--- src/hw/rtl/ptrs_pkg.sv ---
// shared types and constants for the periodic task release scheduler
package ptrs_pkg;

  localparam int MAX_TASKS = 4;
  localparam int TASKS_DEF = 4;

  localparam int CMD_W      = 3;
  localparam int TASK_W     = 2;
  localparam int TICKS_W    = 32;
  localparam int MASK_W     = 4;
  localparam int INTERVAL_W = 16;
  localparam int COUNT_W    = 8;

  // stream payload widths, rounded up to whole bytes
  localparam int IN_DATA_W  = 40;
  localparam int OUT_DATA_W = 24;

  localparam int CFG_IDX_W  = 2;
  localparam int CFG_DATA_W = 16;

  localparam logic [CMD_W-1:0] CMD_TICK    = 3'd0;
  localparam logic [CMD_W-1:0] CMD_PAUSE   = 3'd1;
  localparam logic [CMD_W-1:0] CMD_ENABLE  = 3'd2;
  localparam logic [CMD_W-1:0] CMD_DISABLE = 3'd3;
  localparam logic [CMD_W-1:0] CMD_RUN     = 3'd4;

  localparam logic [INTERVAL_W-1:0] INTERVAL_RESET [MAX_TASKS] =
    '{16'd500, 16'd10000, 16'd5, 16'd1000};

  localparam logic [COUNT_W-1:0] COUNT_MAX = '1;

  typedef enum logic [1:0] {
    ST_IDLE,
    ST_TICK,
    ST_DONE
  } state_t;

endpackage

--- src/hw/rtl/periodic_task_release_scheduler_core.sv ---
// periodic task release scheduler: tick sequencer, task state and result register
// order: a tick beat walks the tasks one per cycle through a shared subtract/compare
//   unit, then its result is registered once the output is free; other beats go straight there
// throughput: one beat in flight; the input is ready again the cycle after the result
//   register is loaded, even while that result still waits for m_tready
// reset (rst, synchronous, active high): tick counter, task state and flags cleared,
//   intervals back to 500/10000/5/1000, output empty; no clearing pass is needed
module periodic_task_release_scheduler_core #(
  parameter int TASKS = ptrs_pkg::TASKS_DEF
) (
  input  logic                             clk,
  input  logic                             rst,
  // input beat
  input  logic                             s_tvalid,
  output logic                             s_tready,
  // tdata: task_index[1:0], pause_ticks[33:2], zero fill
  input  logic [ptrs_pkg::IN_DATA_W-1:0]   s_tdata,
  // tuser: cmd[2:0]
  input  logic [ptrs_pkg::CMD_W-1:0]       s_tuser,
  // result beat
  output logic                             m_tvalid,
  input  logic                             m_tready,
  // tdata: task_reported[1:0], resumed_mask[5:2], released_mask[9:6],
  //        run_mask[13:10], pending_mask[17:14], zero fill
  output logic [ptrs_pkg::OUT_DATA_W-1:0]  m_tdata,
  // tuser: kind[2:0]
  output logic [ptrs_pkg::CMD_W-1:0]       m_tuser,
  // interval register writes
  input  logic                             cfg_we,
  input  logic [ptrs_pkg::CFG_IDX_W-1:0]   cfg_index,
  input  logic [ptrs_pkg::CFG_DATA_W-1:0]  cfg_data
);
  import ptrs_pkg::*;

  localparam int IDXW = (TASKS > 1) ? $clog2(TASKS) : 1;

  // control
  state_t state, state_next;
  logic [IDXW-1:0] idx;
  logic in_beat, out_load, last_task, tick_step;

  // architectural state
  logic [INTERVAL_W-1:0] interval [MAX_TASKS];
  logic [TICKS_W-1:0]    now_ticks;
  logic [TASKS-1:0]      task_enabled;
  logic [TICKS_W-1:0]    pause_left    [TASKS];
  logic [TICKS_W-1:0]    last_release  [TASKS];
  logic [COUNT_W-1:0]    pending_count [TASKS];

  // latched beat and tick masks
  logic [CMD_W-1:0]   op_cmd;
  logic [TASK_W-1:0]  op_task;
  logic [TICKS_W-1:0] op_ticks;
  logic [MASK_W-1:0]  res_mask, rel_mask;

  // shared unit for the task under the sequencer
  logic [TICKS_W-1:0] cur_pause, pause_after, elapsed;
  logic resume_hit, due;

  // non-tick command decode
  logic op_valid_task, op_reports;
  logic [IDXW-1:0] op_idx;
  logic [MASK_W-1:0] run_mask, pend_after;

  assign in_beat   = s_tvalid && s_tready;
  assign out_load  = (state == ST_DONE) && (!m_tvalid || m_tready);
  assign last_task = (idx == IDXW'(TASKS - 1));

  // next state
  always_comb begin
    state_next = state;
    case (state)
      ST_IDLE: begin
        if (in_beat) begin
          state_next = (s_tuser == CMD_TICK) ? ST_TICK : ST_DONE;
        end
      end
      ST_TICK: begin
        if (last_task) begin
          state_next = ST_DONE;
        end
      end
      ST_DONE: begin
        if (out_load) begin
          state_next = ST_IDLE;
        end
      end
      default: state_next = ST_IDLE;
    endcase
  end

  // sequencer outputs
  always_comb begin
    s_tready  = 1'b0;
    tick_step = 1'b0;
    case (state)
      ST_IDLE: s_tready  = 1'b1;
      ST_TICK: tick_step = 1'b1;
      ST_DONE: ;
      default: ;
    endcase
  end

  // one task per cycle: pause countdown, then the unsigned elapsed-time compare
  always_comb begin
    cur_pause   = pause_left[idx];
    resume_hit  = (cur_pause == TICKS_W'(1));
    pause_after = (cur_pause != '0) ? cur_pause - TICKS_W'(1) : '0;
    elapsed     = now_ticks - last_release[idx];
    due         = task_enabled[idx] && (pause_after == '0) &&
                  ({{(TICKS_W-INTERVAL_W){1'b0}}, interval[2'(idx)]} <= elapsed);
  end

  // single-task commands and run pass
  assign op_valid_task = ({1'b0, op_task} < (TASK_W+1)'(TASKS));
  assign op_idx        = IDXW'(op_task);
  assign op_reports    = (op_cmd == CMD_PAUSE) || (op_cmd == CMD_ENABLE) ||
                         (op_cmd == CMD_DISABLE);

  always_comb begin
    run_mask   = '0;
    pend_after = '0;
    for (int i = 0; i < TASKS; i++) begin
      if (op_cmd == CMD_RUN) begin
        run_mask[i]   = (pending_count[i] != '0);
        pend_after[i] = (pending_count[i] > COUNT_W'(1));
      end else begin
        pend_after[i] = (pending_count[i] != '0);
      end
    end
  end

  // control and architectural state
  always_ff @(posedge clk) begin
    if (rst) begin
      state        <= ST_IDLE;
      idx          <= '0;
      now_ticks    <= '0;
      task_enabled <= '0;
      m_tvalid     <= 1'b0;
      for (int i = 0; i < MAX_TASKS; i++) begin
        interval[i] <= INTERVAL_RESET[i];
      end
      for (int i = 0; i < TASKS; i++) begin
        pause_left[i]    <= '0;
        last_release[i]  <= '0;
        pending_count[i] <= '0;
      end
    end else begin
      state <= state_next;

      if (cfg_we) begin
        interval[cfg_index] <= cfg_data;
      end

      // counter advances at accept so every task sees the new time
      if (in_beat) begin
        idx <= '0;
        if (s_tuser == CMD_TICK) begin
          now_ticks <= now_ticks + TICKS_W'(1);
        end
      end

      if (tick_step) begin
        idx             <= idx + IDXW'(1);
        pause_left[idx] <= pause_after;
        if (due) begin
          last_release[idx] <= now_ticks;
          if (pending_count[idx] != COUNT_MAX) begin
            pending_count[idx] <= pending_count[idx] + COUNT_W'(1);
          end
        end
      end

      if (out_load) begin
        case (op_cmd)
          CMD_PAUSE: begin
            if (op_valid_task) begin
              pause_left[op_idx] <= op_ticks;
            end
          end
          CMD_ENABLE: begin
            if (op_valid_task) begin
              task_enabled[op_idx] <= 1'b1;
            end
          end
          CMD_DISABLE: begin
            if (op_valid_task) begin
              task_enabled[op_idx] <= 1'b0;
            end
          end
          CMD_RUN: begin
            for (int i = 0; i < TASKS; i++) begin
              if (pending_count[i] != '0) begin
                pending_count[i] <= pending_count[i] - COUNT_W'(1);
              end
            end
          end
          default: ;
        endcase
      end

      // result register holds until taken; a new load may replace a taken beat
      if (out_load) begin
        m_tvalid <= 1'b1;
      end else if (m_tready) begin
        m_tvalid <= 1'b0;
      end
    end
  end

  // payload registers
  always_ff @(posedge clk) begin
    if (in_beat) begin
      op_cmd   <= s_tuser;
      op_task  <= s_tdata[TASK_W-1:0];
      op_ticks <= s_tdata[TASK_W +: TICKS_W];
      res_mask <= '0;
      rel_mask <= '0;
    end
    if (tick_step) begin
      res_mask[2'(idx)] <= resume_hit;
      rel_mask[2'(idx)] <= due;
    end
    if (out_load) begin
      m_tuser <= op_cmd;
      m_tdata <= {
        (OUT_DATA_W - TASK_W - 4*MASK_W)'(0),
        pend_after,
        run_mask,
        (op_cmd == CMD_TICK) ? rel_mask : MASK_W'(0),
        (op_cmd == CMD_TICK) ? res_mask : MASK_W'(0),
        op_reports ? op_task : TASK_W'(0)
      };
    end
  end

  // a tick beat moves the counter by exactly one
  a_tick_advance: assert property (@(posedge clk) disable iff (rst)
    (in_beat && s_tuser == CMD_TICK) |=> (now_ticks == $past(now_ticks) + TICKS_W'(1)))
    else $error("tick counter did not advance by one");

  // the sequencer never walks past the last task
  a_idx_range: assert property (@(posedge clk) disable iff (rst)
    (state == ST_TICK) |-> ({1'b0, idx} < (IDXW+1)'(TASKS)))
    else $error("task sequencer index out of range");

  // releases only go to enabled tasks
  a_release_enabled: assert property (@(posedge clk) disable iff (rst)
    (tick_step && due) |-> task_enabled[idx])
    else $error("release given to a disabled task");

  // a loaded run mask only names tasks that had pending releases
  a_run_pending: assert property (@(posedge clk) disable iff (rst)
    out_load |=> ((m_tdata[TASK_W+2*MASK_W +: MASK_W] &
                   ~$past(pend_after | run_mask)) == '0))
    else $error("run mask names a task with nothing pending");

endmodule
--- config.mk ---
export PLATFORM = sky130hd
export DESIGN_NAME = periodic_task_release_scheduler_core
export DESIGN_NICKNAME = d
export VERILOG_FILES = /design/src/hw/rtl/ptrs_pkg.sv /design/src/hw/rtl/periodic_task_release_scheduler_core.sv
export SDC_FILE = /design/constraint.sdc
export NUM_CORES = 1
export LEC_CHECK = 0
export BUFFER_PORTS_ARGS = -buffer_cell sky130_fd_sc_hd__buf_2
export CAP_MARGIN = 20
export CORE_MARGIN = 5
export CORE_UTILIZATION = 57
export DETAILED_ROUTE_END_ITERATION = 8
export PLACE_DENSITY = 0.85
export SLEW_MARGIN = 20
export SYNTH_ARGS = -nofsm -noshare
export SYNTH_HDL_FRONTEND = slang
export SYNTH_SLANG_ARGS = --single-unit
--- constraint.sdc ---
create_clock -name clk -period 10 [get_ports clk]
set_input_delay 0.5 -clock clk [delete_from_list [all_inputs] [get_ports clk]]
set_output_delay 0.5 -clock clk [all_outputs]
set_load 0.05 [all_outputs]
# Word-level counts from Yosys, hierarchy flattened
# Memory sizes are Yosys's and may differ from the RTL's. A register that Yosys moved wholly into a read port is not among the register bits.
# Cells that the tools add are included.
[totals]
reg_bits = 107
latchBits = 0
mem_bits_rw = 352
romBits = 0
out_inout_bits = 29
elab_cells = 183
memories = 4
[mem_list]
columns = ["name", "depth", "width", "read_ports", "rd_ports_with_merged_regs", "write_ports", "line", "text"]
rows = [
  ["last_release", 4, 32, 1, 1, 4, "periodic_task_release_scheduler_core.sv:47", "logic [TICKS_W-1:0] last_release [TASKS];"],
  ["pause_left", 4, 32, 1, 1, 4, "periodic_task_release_scheduler_core.sv:46", "logic [TICKS_W-1:0] pause_left [TASKS];"],
  ["interval", 4, 16, 1, 1, 4, "periodic_task_release_scheduler_core.sv:43", "logic [INTERVAL_W-1:0] interval [MAX_TASKS];"],
  ["pending_count", 4, 8, 5, 1, 4, "periodic_task_release_scheduler_core.sv:48", "logic [COUNT_W-1:0] pending_count [TASKS];"],
]
[classes]
addsub = 9
mul = 0
div_mod_pow = 0
order_cmp = 9
n_eq_ne = 12
shift = 0
mux = 97
n_bitwise = 7
n_reduce_logical = 30
[op_table]
columns = ["operator", "count"]
rows = [
  ["32-bit 2-to-1 mux", 4],
  ["32-bit OR reduction", 3],
  ["1-bit 2-to-1 mux", 57],
  ["8-bit 2-to-1 mux", 5],
  ["2-bit 2-to-1 mux", 19],
  ["32-bit by 1-bit adder with 32-bit output (second input constant)", 1],
  ["32-bit by 1-bit equality test with 1-bit output (second input constant)", 1],
  ["8-bit by 1-bit greater-than comparator with 1-bit output (second input constant)", 4],
  ["16-bit by 32-bit <= comparator with 1-bit output", 1],
  ["32-bit zero test", 1],
  ["32-bit nonzero test", 1],
  ["8-bit nonzero test", 4],
  ["32-bit by 1-bit subtractor with 32-bit output (second input constant)", 1],
  ["32-bit subtractor", 1],
  ["8-bit by 1-bit subtractor with 8-bit output (second input constant)", 4],
  ["16-bit 2-to-1 mux", 1],
  ["4-bit 2-to-1 mux", 4],
  ["16-bit OR reduction", 1],
  ["8-bit by 1-bit adder with 8-bit output (second input constant)", 1],
  ["4-bit bitwise mux", 2],
  ["8-bit != test (second input constant)", 1],
  ["4-bit case mux with 2 select lines", 1],
  ["8-bit OR reduction", 1],
  ["3-bit by 2-bit equality test with 1-bit output (second input constant)", 2],
  ["other kinds (23)", 43],
]

# Depth between registers and ports, before layout
# Gate-level depths: netlist of run 1.
[logic_depth]
depth_word = 11
depth_mapped = 29
mapped_depth_nobuf = 19

# Least setup slack after synthesis of run 1
# Ideal clock, no wire load.
[synth_timing]
kind = "reg-to-reg"
from = "register (tool-made name)"
to = "memory last_release[3][0], enable pin"
setup_ns = 0.470
arrival_ns = 8.820
t_required_ns = 9.530
path_slack_ns = 0.710
stages_incl_launch_ff = 28
n_path_buf = 9
cell_sequence = "dfxtp_1 > buf_6 > buf_12 > buf_6 > buf_6 > buf_1 > clkbuf_1 > buf_1 > mux4_2 > ha_1 > fa_1 > nand2b_1 > a21oi_1 > o21ai_0 > o41ai_1 > xnor2_1 > ha_1 > nand3_1 > nor4_1 > a22oi_1 > o2111ai_1 > nor4_1 > nand4_1 > or4_1 > nor4_1 > clkbuf_1 > clkbuf_1 > o31ai_1"
[synth_rtl]
columns = ["item", "line"]
rows = [
  ["to (decl)", "periodic_task_release_scheduler_core.sv:47"],
]

==> flow_summary.yaml, run 1 <==
run_status:
  status: "finished, final reports clean"
grt:
  grt_pass1_wl_mm: 91.5
  grt_max_degree: 150
  track_usage_pct: 24.0
  grt_pass1_vias: 16700
  antenna_found_initial: 0
  grt_overflow_total: 0
clock_network:
  cts_hold_buf: 0
  post_cts_buffers: 0
  clk_pin_slew_ps: 60
  cts_buffers: 45
  tritoncts: "yes"
  cts-root-buf: "clkbuf_16"
  cts_num_sinks: 461
  worstSkewPairLatency_ps: 600
  clockBufferDepth: 3
  htreeDepth: 2
  cts_resized: 0
timing:
  hold_viol_final: 0
  fin_ws_ps: 2100
  finalMaxSlewViolations: 0
  finalCritPeriodShare_pct: 79.0
  worst_hold_slack_ps: 73.0
  slew_headroom_pct: 25.3
  setup_tns_ps: 0
  fmaxAchievable_mhz: 127
  period_needed_ps: 7900
  grt_setup_unrepaired: "false"
  setup_viol_count_final: 0
  worst_pin_slew_ps: 1120
  clock_skew_ps: 30.5
setup_path:
  worst_ep_arrival_time_ps: 8180
  endpoint_kind: "register"
  start_kind: "register"
  worstPathMaxFanout: 149
  crit_required_ps: 10280
  critical_path_class: "register to register"
die:
  io_pins: 95
  dieArea_um2: 47400
  core_um2: 42900
  initial_utilization_pct: 57.4
  rows: 76
  die_y_um: 218
  dieWidth_um: 218
layout:
  fin_util_pct: 63.0
  fill_cells: 3067
  layout.nets: 2175
  area_growth_syn_to_layout_pct: 9.75
  drive_gt1_share_pct: 18.5
  fin_cells: 2660
  insertedDiodeCount: 0
routing:
  remaining_drc_errors: 0
  wl_mm: 57.0
  ant_nets: 0
  vias_per_cell: 6.28
  drtIter0Drc: 1718
  wire_per_inst_um: 21.4
  vias: 16700
  firstDrtPassIters: 6
place:
  place_inst: 2579
  port_buffers: 82
  dp_hpwl_mm: 36.7
  gp_congestion: 0.896
  pre_cts_ws_ps: 2240
logic_synthesis:
  syn_area_per_cell_um2: 12.3
  synth_area_um2: 24600
  synthesis.instances: 2005
  yosysSeqAreaShare_pct: 54.2
  synth-seq-cells: 461
  ys.flop_type: "edfxtp_1"
  synth_enable_flop_cells: 410
  ys_types: 71
  yosysWarnings: 0
  ys_async_sr_fraction_pct: 0
power:
  peakVddDrop_mv: 0.163
  p_leak_nw: 9.31
  power.density_nw_per_um2: 157
hold_path:
  hold_path.class: "input pin to register"
flow_run:
  max-cap-violations: 0
-- sequential cells by signal, indices dropped and copies added (netlist names), 4 cells and up, named ones only --
register       count
m_tdata           18
res_mask           4
now_ticks         32
op_ticks          32
last_release     128
rel_mask           4
pause_left       128
interval          64
pending_count     32
-- report_power, final --
part	internal (W)	switching, W
Combinational	0.000104	0.000190
Clock	0.000995	0.000728
Sequential	0.00218	0.0000381
-- worst paths after layout --
path	from	end	slack (ps)	cells past startpoint
setup / recovery	register	last_release[2][27]$_SDFFCE_PN0P_	2100	20
setup reg to reg	register	last_release[2][27]$_SDFFCE_PN0P_	2100	20
hold / removal	s_tdata[30]	op_ticks[28]$_DFFE_PP_	70	1
hold reg to reg	rel_mask[1]$_DFF_P_	rel_mask[1]$_DFF_P_	450	2
-- layout by cell type, fill, tap and decap left out, types with 15 or more instances in the layout --
master,count
nand2b_1,33
nor3b_2,68
inv_1,102
nand2_1,113
mux4_2,89
nand3_1,48
xor2_1,70
a22oi_1,17
edfxtp_1,410
o21ai_0,37
clkbuf_16,46
nor4_1,15
ha_1,67
a21oi_1,84
and2_1,68
or3_1,23
o31ai_1,39
nand4_1,37
buf_2,82
nor3_1,40
buf_4,27
nor3b_1,46
xnor2_1,30
dfxtp_1,49
nor2_1,196
-- critical path, cell delays in order (launching register included) --
cell	delay [ps]
dfxtp_4	750
buf_4	490
mux4_2	560
inv_1	70
ha_1	250
o211ai_1	140
a21oi_1	390
o21ai_0	270
o41ai_1	660
xnor2_1	170
ha_1	340
nand3_1	120
nor4_1	600
o21ai_0	210
o211ai_1	220
nand4_1	120
or4_1	450
nor4_2	440
buf_12	610
o21ai_4	220
buf_4	330
-- logic make-up after synthesis --
group | count (synthesis) | synth area share, %
compound gates | 267 | 6.99
flops | 461 | 54.2
fa+ha+maj | 68 | 3.49
buf+inv | 228 | 4.08
simple gates | 780 | 19.1
other cells | 1 | 0.0152
mux | 100 | 8.61
xor+xnor | 100 | 3.56
-- Yosys cell counts (all sizes together) (38+ instances only) --
library cell / instances / area share, %
edfxtp: 410 / 50
nor2: 198 / 3.0
nor3b: 114 / 4.9
nand2: 113 / 1.7
inv: 102 / 1.6
mux4: 89 / 8.1
clkbuf: 88 / 1.3
a21oi: 84 / 1.7
xor2: 70 / 2.5
and2: 68 / 1.7
ha: 67 / 3.4
dfxtp: 51 / 4.1
nor3: 50 / 1.2
nand3: 48 / 0.98
o31ai: 44 / 1.3
o21ai: 40 / 0.81
buf: 38 / 1.2
-- final cells by class --
type / count / area (um2) / area share (%)
clock buffers: 62 / 1300 / 4.82
clock inverters: 19 / 225 / 0.834
inverters: 102 / 383 / 1.42
multi-input cells: 1321 / 10400 / 38.5
flip-flops and latches: 461 / 13300 / 49.4
well taps: 585 / 732 / 2.71
repair buffers: 110 / 633 / 2.34
-- metrics by stage --
stage	total power [W]	cell area, um2
after floorplan	0.00245	24600
after global placement	0.00253	25500
after detailed placement	0.00255	25500
after CTS	0.00425	27000
after global routing	0.00438	27000
final	0.00424	27000
-- routing by layer --
| layer | routed length, um | up-vias | GRT usage (%) |
|---|---|---|---|
| met4 | 1470 | 0 | 6.53 |
| met3 | 4020 | 122 | 3.65 |
| met1 | 22500 | 8264 | 32.3 |
| li1 | - | 7549 | - |
| met2 | 29100 | 767 | 41.4 |
| met5 | 0 | - | 0 |
No activity file was read; power rests on OpenSTA's default activity.
==> run 2: changes to the inputs <==
--- a/config.mk
+++ b/config.mk
@@ -8,9 +8,9 @@
 export BUFFER_PORTS_ARGS = -buffer_cell sky130_fd_sc_hd__buf_2
 export CAP_MARGIN = 20
 export CORE_MARGIN = 5
-export CORE_UTILIZATION = 57
+export CORE_UTILIZATION = 63
 export DETAILED_ROUTE_END_ITERATION = 8
-export PLACE_DENSITY = 0.85
+export PLACE_DENSITY = 0.89
 export SLEW_MARGIN = 20
 export SYNTH_ARGS = -nofsm -noshare
 export SYNTH_HDL_FRONTEND = slang
==> constraint.sdc (replaced) <==
create_clock -name clk -period 8.28 [get_ports clk]
set_input_delay 0.414 -clock clk [delete_from_list [all_inputs] [get_ports clk]]
set_output_delay 0.414 -clock clk [all_outputs]
set_load 0.05 [all_outputs]
==> run 2 against run 1 <==
  * Worst hold slack worse by 48 ps
  * Cell area is 1.3% higher
  * Non-clock buffer count is 44 higher
  * Via count is 5.3% higher
  * Die area is 9.1% lower
  * Combinational power is 28% higher
  * Sequential power is 21% higher
  * Clock skew is 2.6 ps lower
  * Sequential share of layout area is 0.63 points lower
  * Critical path depth is 1 lower
  * Setup slack worse by 1300 ps
  * Largest cell class unchanged
==> flow_summary.yaml, run 2 (same netlist as run 1, synthesis figures left out) <==
setup_path:
  r2r_end: "last_release[0][28]$_SDFFCE_PN0P_"
  crit_required_ps: 8570
  critical_path_class: "register to register"
  r2r_cells: 19
  worst_path_max_delay_cell: "o41ai_1"
  start_kind: "register"
  slowest_delay_ps: 780
  critical-path-top-delay-family: "simple AND/OR/NAND/NOR gates"
  cp.depth: 19
  critPathBufInv: 2
  r2r_slack_ps: 760
  crit_chain: "mux4_2, ha_1, fa_1, nand2b_1, a21oi_1, o21ai_0, o41ai_1, xnor2_1, ha_1, nand3_1, nor4_1, o21ai_0, o211ai_1, nand4_1, or4_1, nor4_2, buf_4, buf_4, nor3b_1"
  endpoint: "last_release[0][28]$_SDFFCE_PN0P_"
  worstPathMaxFanout: 30
  endpoint_kind: "register"
  worst_ep_arrival_time_ps: 7820
grt:
  grt_pass1_wl_mm: 98.2
  grt_pass1_vias: 17900
  antenna_found_initial: 1
  track_usage_pct: 28.3
  grt_max_degree: 81
  grt_overflow_total: 0
routing:
  drtIter0Drc: 2095
  ant_nets: 0
  vias: 17600
  dr_wl_met3_mm: 6.06
  remaining_drc_errors: 0
  wire_per_inst_um: 23.6
  highest_layer: "met5"
  firstDrtPassIters: 6
  wl_mm: 62.4
  dr_wl_met2_mm: 31.6
  drt-met1-wl_mm: 22.4
  vias_per_cell: 6.66
timing:
  grt_setup_unrepaired: "false"
  period_needed_ps: 7520
  finalCritPeriodShare_pct: 90.9
  setup_viol_count_final: 0
  worst_pin_slew_ps: 1080
  hold_viol_final: 0
  slew_headroom_pct: 27.5
  clock_skew_ps: 27.9
  fin_ws_ps: 756
  finalMaxSlewViolations: 0
  fmaxAchievable_mhz: 133
layout:
  insertedDiodeCount: 0
  top_regs: "last_release x128, pause_left x128, interval x64"
  fin_util_pct: 70.8
  layout_commonest_cell: "edfxtp_1"
  drive_gt1_share_pct: 18.3
  area_growth_syn_to_layout_pct: 11.2
  fill_cells: 2325
  layout.nets: 2220
  final_cell_mix: "edfxtp_1, nor2_1, nand2_1, inv_1, mux4_2"
power:
  p_leak_nw: 9.50
  power.density_nw_per_um2: 191
  peakVddDrop_mv: 0.275
clock_network:
  cts_buffers: 46
  tritoncts: "yes"
  clk_pin_slew_ps: 60
  cts_num_sinks: 461
  worstSkewPairLatency_ps: 590
  clockBufferDepth: 3
  cts-root-buf: "clkbuf_16"
  htreeDepth: 2
die:
  initial_utilization_pct: 63.7
  core_um2: 38600
  die_y_um: 208
  rows: 72
  io_pins: 95
  dieWidth_um: 208
  dieArea_um2: 43100
hold_path:
  hold_path.class: "input pin to register"
flow_run:
  max-cap-violations: 0
place:
  dp_hpwl_mm: 37.4
  port_buffers: 82
  gp_congestion: 0.904
  pre_cts_ws_ps: 1080
run_status:
  status: "finished, final reports clean"
-- run 2: cell types whose count changed in the layout (fill, tap and decap cells not counted), moves of 2 or more --
cell           change
dlygate4sd3_1     +33
buf_4             +10
clkbuf_8           -9
clkinv_1           +8
bufinv_16          +4
clkinv_16          -2
-- run 2: stage by stage --
step	TNS (ps)	hold WS (ps)	power, W	cells	cell area, um2
after floorplan	-4890	417	0.00296	2010	24600
after global placement	0	432	0.00306	2523	25500
after detailed placement	0	448	0.00308	2523	25500
after CTS	0	2.23	0.00520	2639	27300
after global routing	0	19.0	0.00537	2640	27400
final	0	25.4	0.00523	2640	27400
-- run 2: power by group --
group	internal (W)	switching (W)	leakage, nW	total (W)
combinational	0.000136	0.000241	4.29	0.000377
sequential	0.00264	0.0000490	4.47	0.00269
clock	0.00126	0.000907	0.747	0.00217
total	0.00403	0.00120	9.50	0.00523
-- run 2: timing repair --
item	in CTS	in global routing
buffers inserted	0	0
hold endpoints to repair	32	1
hold buffers	32	1
resized for setup	0	0
-- run 2: area by class of cell --
cell class	instances	area (um2)	area share, %
flip-flops and latches	461	13300	48.8
multi-input cells	1321	10400	38.0
clock buffers	54	1200	4.40
repair buffers	154	1060	3.87
well taps	518	648	2.37
inverters	102	383	1.40
clock inverters	30	338	1.24
-- run 2: worst min-delay path by stage --
stage                              from             endpoint  slack [ps]  cells past startpoint
floorplan           rel_mask[0]$_DFF_P_  rel_mask[0]$_DFF_P_         420                      2
global placement    rel_mask[0]$_DFF_P_  rel_mask[0]$_DFF_P_         430                      2
detailed placement  rel_mask[0]$_DFF_P_  rel_mask[0]$_DFF_P_         450                      2
CTS                          s_tuser[1]  op_cmd[1]$_DFFE_PP_           2                      1
global route                 s_tuser[2]  op_cmd[2]$_DFFE_PP_          20                      1
finish                       s_tuser[2]  op_cmd[2]$_DFFE_PP_          30                      1
-- run 2: per-layer routing --
| layer | GRT usage (%) | vias to the layer above |
|---|---|---|
| met5 | 0 | - |
| met4 | 10.2 | 2 |
| met3 | 5.47 | 180 |
| met2 | 48.2 | 1110 |
| met1 | 36.6 | 8649 |
| li1 | - | 7642 |
